**src/rtl/bole_pkg.sv**
```systemverilog
package bole_pkg;

   localparam int CAPACITY_DEF = 16;
   localparam int VALUE_W      = 32;
   localparam int OP_W         = 2;
   localparam int COUNT_W      = 5;

   typedef enum logic [OP_W-1:0] {
      OP_APPEND = 2'd0,
      OP_INSERT = 2'd1,
      OP_SEARCH = 2'd2,
      OP_DELETE = 2'd3
   } op_type;

   typedef enum logic [1:0] {
      ST_IDLE,
      ST_APPLY,
      ST_COMPACT
   } state_type;

   // Per-cell command: at most one of load / take_lower / take_upper is set.
   typedef struct packed {
      logic capture;     // latch compare flags against the incoming key
      logic load;        // write the command operand
      logic take_lower;  // shift up: copy the neighbor below
      logic take_upper;  // shift down: copy the neighbor above, with its hole flag
   } cell_ctrl_type;

endpackage

```
**src/rtl/bole_cell.sv**
```systemverilog
module bole_cell (
   input  logic                                 clock,
   input  logic                                 reset,
   input  bole_pkg::cell_ctrl_type              ctrl,
   input  logic                                 in_use,
   input  logic signed [bole_pkg::VALUE_W-1:0]  key,
   input  logic signed [bole_pkg::VALUE_W-1:0]  new_value,
   input  logic signed [bole_pkg::VALUE_W-1:0]  lower_value,
   input  logic signed [bole_pkg::VALUE_W-1:0]  upper_value,
   input  logic                                 upper_hole,
   output logic signed [bole_pkg::VALUE_W-1:0]  entry,
   output logic                                 ge,
   output logic                                 hole
);

   logic signed [bole_pkg::VALUE_W-1:0] entry_ff, entry_in;
   logic                                ge_ff, ge_in;
   logic                                hole_ff, hole_in;

   always_comb begin
      entry_in = entry_ff;
      ge_in    = ge_ff;
      hole_in  = hole_ff;
      if (ctrl.capture) begin
         ge_in   = in_use && !(entry_ff < key);
         hole_in = in_use && (entry_ff == key);
      end
      if (ctrl.load) begin
         entry_in = new_value;
      end else if (ctrl.take_lower) begin
         entry_in = lower_value;
      end else if (ctrl.take_upper) begin
         entry_in = upper_value;
         hole_in  = upper_hole;
      end
   end

   always_ff @(posedge clock) begin
      entry_ff <= entry_in;
      if (reset) begin
         ge_ff   <= 1'b0;
         hole_ff <= 1'b0;
      end else begin
         ge_ff   <= ge_in;
         hole_ff <= hole_in;
      end
   end

   assign entry = entry_ff;
   assign ge    = ge_ff;
   assign hole  = hole_ff;

endmodule

```
**src/rtl/bounded_ordered_list_engine_core.sv**
```systemverilog
// Channel   Ports                                              Direction
// req       req_valid req_ready req_op req_value               in
// rsp       rsp_valid rsp_ready rsp_found rsp_removed_count    out
//           rsp_dropped rsp_length
//
// Append, insert and search: the accept cycle compares the key in every
// cell, then ST_APPLY shifts/loads the chain and writes the result.
// Delete: ST_COMPACT closes one hole per cycle, then writes the result.
// Synchronous active-high reset empties the list; entry data is not cleared.
// A new item is taken only when the engine is idle; the result register lets
// the next item start while an earlier result waits for rsp_ready.
// A finishing item stalls in place while the result register is still full.
module bounded_ordered_list_engine_core #(
   parameter int CAPACITY = bole_pkg::CAPACITY_DEF
) (
   input  logic                                 clock,
   input  logic                                 reset,
   input  logic                                 req_valid,
   output logic                                 req_ready,
   input  logic [bole_pkg::OP_W-1:0]            req_op,
   input  logic signed [bole_pkg::VALUE_W-1:0]  req_value,
   output logic                                 rsp_valid,
   input  logic                                 rsp_ready,
   output logic                                 rsp_found,
   output logic [bole_pkg::COUNT_W-1:0]         rsp_removed_count,
   output logic                                 rsp_dropped,
   output logic [bole_pkg::COUNT_W-1:0]         rsp_length
);

   localparam int CNT_W = $clog2(CAPACITY + 1);

   // control state
   bole_pkg::state_type                 state_ff, state_in;
   bole_pkg::op_type                    op_ff, op_in;
   logic signed [bole_pkg::VALUE_W-1:0] value_ff, value_in;
   logic [CNT_W-1:0]                    fill_ff, fill_in;
   logic [CNT_W-1:0]                    rm_ff, rm_in;

   // result register
   logic                                rsp_valid_ff, rsp_valid_in;
   logic                                found_ff, found_in;
   logic                                dropped_ff, dropped_in;
   logic [CNT_W-1:0]                    rm_out_ff, rm_out_in;
   logic [CNT_W-1:0]                    len_out_ff, len_out_in;

   // chain taps
   logic signed [bole_pkg::VALUE_W-1:0] entry_vec [CAPACITY];
   logic [CAPACITY-1:0]                 ge_vec, hole_vec, in_use_vec, tail_hot;
   logic [CAPACITY-1:0]                 ins_vec, first_hot, above_mask;
   logic [CAPACITY-1:0]                 hole_first, shift_mask;
   bole_pkg::cell_ctrl_type             cell_ctrl [CAPACITY];

   logic accept, rsp_free, full, emit, do_insert, do_shift;

   assign accept   = req_valid && req_ready;
   assign rsp_free = !rsp_valid_ff || rsp_ready;
   assign full     = (fill_ff == CNT_W'(CAPACITY));

   // Insertion point: first cell whose entry >= key, else the tail slot.
   assign ins_vec    = ((op_ff == bole_pkg::OP_INSERT) ? ge_vec : '0) | tail_hot;
   assign first_hot  = ins_vec & (~ins_vec + CAPACITY'(1));
   assign above_mask = ~((first_hot - CAPACITY'(1)) | first_hot);

   // Compaction: every cell at or above the lowest hole pulls from above.
   assign hole_first = hole_vec & (~hole_vec + CAPACITY'(1));
   assign shift_mask = (hole_vec != '0) ? ~(hole_first - CAPACITY'(1)) : '0;

   genvar gi;
   generate
      for (gi = 0; gi < CAPACITY; gi++) begin : g_cell
         logic signed [bole_pkg::VALUE_W-1:0] lower_v, upper_v;
         logic                                upper_h;

         assign in_use_vec[gi] = (fill_ff > CNT_W'(gi));
         assign tail_hot[gi]   = (fill_ff == CNT_W'(gi));

         if (gi == 0) begin : g_bottom
            assign lower_v = entry_vec[gi];
         end else begin : g_lower
            assign lower_v = entry_vec[gi-1];
         end
         if (gi == CAPACITY - 1) begin : g_top
            assign upper_v = entry_vec[gi];
            assign upper_h = 1'b0;
         end else begin : g_upper
            assign upper_v = entry_vec[gi+1];
            assign upper_h = hole_vec[gi+1];
         end

         always_comb begin
            cell_ctrl[gi].capture    = accept;
            cell_ctrl[gi].load       = do_insert && first_hot[gi];
            cell_ctrl[gi].take_lower = do_insert && above_mask[gi];
            cell_ctrl[gi].take_upper = do_shift && shift_mask[gi];
         end

         bole_cell u_cell (
            .clock       (clock),
            .reset       (reset),
            .ctrl        (cell_ctrl[gi]),
            .in_use      (in_use_vec[gi]),
            .key         (req_value),
            .new_value   (value_ff),
            .lower_value (lower_v),
            .upper_value (upper_v),
            .upper_hole  (upper_h),
            .entry       (entry_vec[gi]),
            .ge          (ge_vec[gi]),
            .hole        (hole_vec[gi])
         );
      end
   endgenerate

   // next state and outputs
   always_comb begin
      state_in   = state_ff;
      op_in      = op_ff;
      value_in   = value_ff;
      fill_in    = fill_ff;
      rm_in      = rm_ff;
      req_ready  = (state_ff == bole_pkg::ST_IDLE);
      emit       = 1'b0;
      do_insert  = 1'b0;
      do_shift   = 1'b0;
      found_in   = found_ff;
      dropped_in = dropped_ff;
      rm_out_in  = rm_out_ff;
      len_out_in = len_out_ff;

      case (state_ff)
         bole_pkg::ST_IDLE: begin
            if (accept) begin
               op_in    = bole_pkg::op_type'(req_op);
               value_in = req_value;
               rm_in    = '0;
               state_in = (bole_pkg::op_type'(req_op) == bole_pkg::OP_DELETE) ?
                          bole_pkg::ST_COMPACT : bole_pkg::ST_APPLY;
            end
         end
         bole_pkg::ST_APPLY: begin
            if (rsp_free) begin
               emit       = 1'b1;
               state_in   = bole_pkg::ST_IDLE;
               rm_out_in  = '0;
               found_in   = 1'b0;
               dropped_in = 1'b0;
               len_out_in = fill_ff;
               if (op_ff == bole_pkg::OP_SEARCH) begin
                  found_in = (hole_vec != '0);
               end else if (full) begin
                  dropped_in = 1'b1;
               end else begin
                  do_insert  = 1'b1;
                  fill_in    = fill_ff + CNT_W'(1);
                  len_out_in = fill_ff + CNT_W'(1);
               end
            end
         end
         bole_pkg::ST_COMPACT: begin
            if (hole_vec != '0) begin
               do_shift = 1'b1;
               rm_in    = rm_ff + CNT_W'(1);
               fill_in  = fill_ff - CNT_W'(1);
            end else if (rsp_free) begin
               emit       = 1'b1;
               state_in   = bole_pkg::ST_IDLE;
               found_in   = (rm_ff != '0);
               dropped_in = 1'b0;
               rm_out_in  = rm_ff;
               len_out_in = fill_ff;
            end
         end
         default: begin
            state_in = bole_pkg::ST_IDLE;
         end
      endcase

      rsp_valid_in = emit || (rsp_valid_ff && !rsp_ready);
   end

   always_ff @(posedge clock) begin
      op_ff      <= op_in;
      value_ff   <= value_in;
      found_ff   <= found_in;
      dropped_ff <= dropped_in;
      rm_out_ff  <= rm_out_in;
      len_out_ff <= len_out_in;
      if (reset) begin
         state_ff     <= bole_pkg::ST_IDLE;
         fill_ff      <= '0;
         rm_ff        <= '0;
         rsp_valid_ff <= 1'b0;
      end else begin
         state_ff     <= state_in;
         fill_ff      <= fill_in;
         rm_ff        <= rm_in;
         rsp_valid_ff <= rsp_valid_in;
      end
   end

   // counts are masked to the 5-bit result fields
   logic [CNT_W+bole_pkg::COUNT_W-1:0] rm_ext, len_ext;
   assign rm_ext  = {{bole_pkg::COUNT_W{1'b0}}, rm_out_ff};
   assign len_ext = {{bole_pkg::COUNT_W{1'b0}}, len_out_ff};

   assign rsp_valid         = rsp_valid_ff;
   assign rsp_found         = found_ff;
   assign rsp_dropped       = dropped_ff;
   assign rsp_removed_count = rm_ext[bole_pkg::COUNT_W-1:0];
   assign rsp_length        = len_ext[bole_pkg::COUNT_W-1:0];

   // checks
   a_fill_bound: assert property (@(posedge clock) disable iff (reset)
      fill_ff <= CNT_W'(CAPACITY))
      else $error("fill count above capacity");

   a_rsp_source: assert property (@(posedge clock) disable iff (reset)
      $rose(rsp_valid_ff) |-> $past(state_ff != bole_pkg::ST_IDLE))
      else $error("result raised without an item in flight");

   a_one_hole: assert property (@(posedge clock) disable iff (reset)
      $onehot0(hole_first) && $onehot0(first_hot))
      else $error("more than one insertion or hole point");

   a_no_underflow: assert property (@(posedge clock) disable iff (reset)
      (state_ff == bole_pkg::ST_COMPACT && hole_vec != '0) |-> fill_ff != '0)
      else $error("compaction with empty list");

   a_full_drop: assert property (@(posedge clock) disable iff (reset)
      (state_ff == bole_pkg::ST_APPLY && rsp_free && full) |=> $stable(fill_ff))
      else $error("full list changed length");

endmodule

```
**config.mk**
```make
export PLATFORM = sky130hd
export DESIGN_NAME = bounded_ordered_list_engine_core
export DESIGN_NICKNAME = d
export VERILOG_FILES = /design/src/rtl/bole_pkg.sv /design/src/rtl/bole_cell.sv /design/src/rtl/bounded_ordered_list_engine_core.sv
export SDC_FILE = /design/constraint.sdc
export NUM_CORES = 2
export LEC_CHECK = 0
export BUFFER_PORTS_ARGS = -buffer_cell sky130_fd_sc_hd__buf_4
export CELL_PAD_IN_SITES_DETAIL_PLACEMENT = 1
export CELL_PAD_IN_SITES_GLOBAL_PLACEMENT = 1
export CORE_MARGIN = 2
export CORE_UTILIZATION = 35
export DETAILED_ROUTE_END_ITERATION = 12
export GPL_TIMING_DRIVEN = 1
export HOLD_SLACK_MARGIN = 0.05
export PLACE_DENSITY_LB_ADDON = 0.2
export SLEW_MARGIN = 20
export SYNTH_ARGS = -nofsm -noshare
export SYNTH_HDL_FRONTEND = slang
export SYNTH_SLANG_ARGS = --single-unit
```
**constraint.sdc**
```tcl
create_clock -name clock -period 5.05 [get_ports clock]
set_input_delay 1.01 -clock clock [delete_from_list [all_inputs] [get_ports clock]]
set_output_delay 1.01 -clock clock [all_outputs]
set_load 0.02 [all_outputs]
```
==> results.md <==
- Area grow syn2layout: 12.0%
- Setup crit start kind: flip-flop
- Root buffer cell: clkbuf_16
- Via count: 32100
- Routed vias/inst: 5.82
- First-pass GRT wire length: 214000 um
- H-tree lvl count: 3
- Fin Clk Skew: 0.0237 ns
- Initial Util: 0.354
- Initial antenna violation count: 1
- Syn Nets: 4490
- Num rows: 124
- Arrival @ worst endpoint: 4.83 ns
- Util after Layout: 0.396
- Reg power frac: 0.434
- Worst-path clk slew: 0.06 ns
- Slowest CP cell: and3_1
- Total power: 0.0144 W
- Die area: 119000 um2
- Slew Limit Headroom: 0.340
- Final Hold Fails: 0
- Share of cells above drive strength 1: 0.0962
- Static Leak: 17.8 nW
- Top post-synthesis cells by area: edfxtp_1 (41%), ha_1 (16%), mux2i_1 (4.7%)
- Comb power frac: 0.171
- CP top delay family: simple AND/OR/NAND/NOR gates
- Cell Pwr Density: 318 nW/um2
- Clock Path Buffers: 3
- Finish-stage setup viols: 0
- WL per Instance: 25.6 um
- Crit path max fanout: 32
- Final HPWL DP: 109000 um
- Sequential share of the synthesized area: 0.435
- Clk sink count: 603
- Worst setup path category: flip-flop to flip-flop
- Synth warn: 0
- Commonest non-fill, non-tap cell in the layout: edfxtp_1
- CP cell instances: inv_1, ha_1, or4b_2, and4_1, and3_1, nand2_1, or4_1, buf_4, o22ai_1, nor2_1
- CP max stage delay: 0.83 ns
- Worst-skew pair later-pin latency: 0.65 ns
- Hold_buf cts: 0
- Synth Instances: 3929
- # diodes: 0
- Worst-margin pin slew: 0.986 ns
- Clock share of power: 0.394
- Synth Cell Area: 40600 um2
- #FFs+latches synth: 603
- Total track usage: 0.237
- Min Tclk post-route: 4.45 ns
- Final worst setup slack: 0.605 ns
- Nets: 4502
- Async set or reset register ratio after synthesis: 0
- Switch share: 0.292
- Hold Path Class: flip-flop to flip-flop
- Vias in the first global route: 33100
- RSZ-0062 raised after global routing: no
- CTS resizes: 0
- Worst slack, placed: 0.799 ns
- Die X: 345 um
- Synth top area share: 0.413
- Crit path required time: 5.43 ns
- # IOs: 52
- Detailed-route wire length: 141000 um
- Largest area contributor in the netlist: edfxtp_1
- Cell internal pwr: 0.0102 W
- Routed Antenna Nets: 0
- CORE AREA: 115000 um2
- Largest net degree at the start of global routing: 68
- Worst path bufs/invs: 2
- Cell variety after synth: 81
- GPL Wtd Cong: 0.917
- Total placed cells including tap cells: 5376
- Max-cap violations: 0
- Top FF cell, synth: edfxtp_1
- NetSw: 0.00421 W
- Total CTS buffers: 75
- 1st-iter DRT viols: 2310
- DRC: 0
- Commonest non-fill, non-tap cells in the layout: edfxtp_1 (558), ha_1 (523), nand2_1 (437), nor2_1 (294), a21oi_1 (287)
- TritonRoute pass-1 iters: 7
- Postcts setup bufs: 0
- Fin crit share: 0.880
- Kind of end point of the critical path: flip-flop
- Worst IR Drop VDD: 0.207 mV
- Setup TNS: 0 ns
- EDFF count, synth: 558
- Fmax achieved: 225 MHz
- Status: finished, final reports clean
- Grt ovf: 0
- Finished Layout Cells: 5514
- TritonCTS clock tree: yes
- Pins over their slew limit: 0
- Synthesized area per cell: 10.3 um2
- Die height: 345 um
- Port bufs: 51
-- layout make-up --
type	instances	area [um2]
Inverter	100	375
Timing Repair Buffer	155	1200
Sequential cell	603	17700
Clock buffer	110	2200
Clock inverter	28	329
Fill cell	12600	69200
Tap cell	1512	1890
Multi-Input combinational cell	3006	21800
-- worst paths after layout --
check / from / depth (start not counted) / to / slack, ns
min reg2reg: g_cell[15].u_cell.ge / 1 / g_cell[15].u_cell.ge / 0.48
max reg2reg: fill_ff[1] / 10 / g_cell[11].u_cell.entry[20] / 0.60
min: g_cell[15].u_cell.ge / 1 / g_cell[15].u_cell.ge / 0.48
max: fill_ff[1] / 10 / g_cell[11].u_cell.entry[20] / 0.60
-- metal layers --
layer / vias up / track usage / wire (um) / part of all wire
met5: - / 0 / 0 / 0
met4: 0 / 0.0769 / 4220 / 0.030
met3: 186 / 0.0245 / 5520 / 0.039
met2: 701 / 0.391 / 65900 / 0.47
met1: 16100 / 0.325 / 65700 / 0.47
li1: 15100 / - / - / -
-- logic make-up after synthesis --
kind of cell	Yosys count	share of synthesized area
simple gates	1117	0.128
compound gates	1101	0.172
flops	603	0.435
fa+ha+maj	523	0.161
buf+inv	320	0.0339
mux	254	0.0672
xor+xnor	11	0.00237
-- stage by stage --
stage          instance area (um2)  hold slack [ns]
2_1_floorplan                40600            0.436
3_3_place_gp                 42900            0.465
3_5_place_dp                 42900            0.476
4_1_cts                      45400            0.489
5_1_grt                      45500            0.501
6_report                     45500            0.484
-- power by group through the flow --
stage / Sequential (W) / Clock, W / Combinational (W)
CTS: 0.00627 / 0.00582 / 0.00248
global route: 0.00631 / 0.00599 / 0.00275
floorplan: 0.00616 / 0 / 0.00169
global placement: 0.00636 / 0 / 0.00239
finish: 0.00627 / 0.00570 / 0.00247
detailed placement: 0.00637 / 0 / 0.00246
-- Yosys cell counts, drive strengths merged (6+ instances only) --
cell type    n
buf         66
or3          9
and4        16
edfxtp     558
o22ai       97
nand4      105
nand2b      21
a221oi       6
o31ai       16
o21a         6
nand3       33
a21o        92
nor3        44
mux2i      189
o21ai      287
nand2      444
o211ai      20
a21oi      293
or4         10
and2         9
a222oi      33
nor2       297
a21boi       6
a22oi       75
or2          8
ha         523
xor2         8
mux2        65
nor4        12
inv        100
a2111oi      7
a31oi       39
nor2b       77
dfxtp       45
and3        13
clkbuf     154
a211oi      27
a221o       37
-- sequential cells by signal, indices dropped and copies added (netlist names) --
name and count:
rsp_length 5, rsp_removed_count 5, g_cell.u_cell.ge 16, fill_ff 5, g_cell.u_cell.hole 16, value_ff 32, op_ff 2, rm_ff 5
rsp_valid 1, rsp_dropped 1, g_cell.u_cell.entry 512, state_ff 2, rsp_found 1
Power figures use the tool's default switching activity.
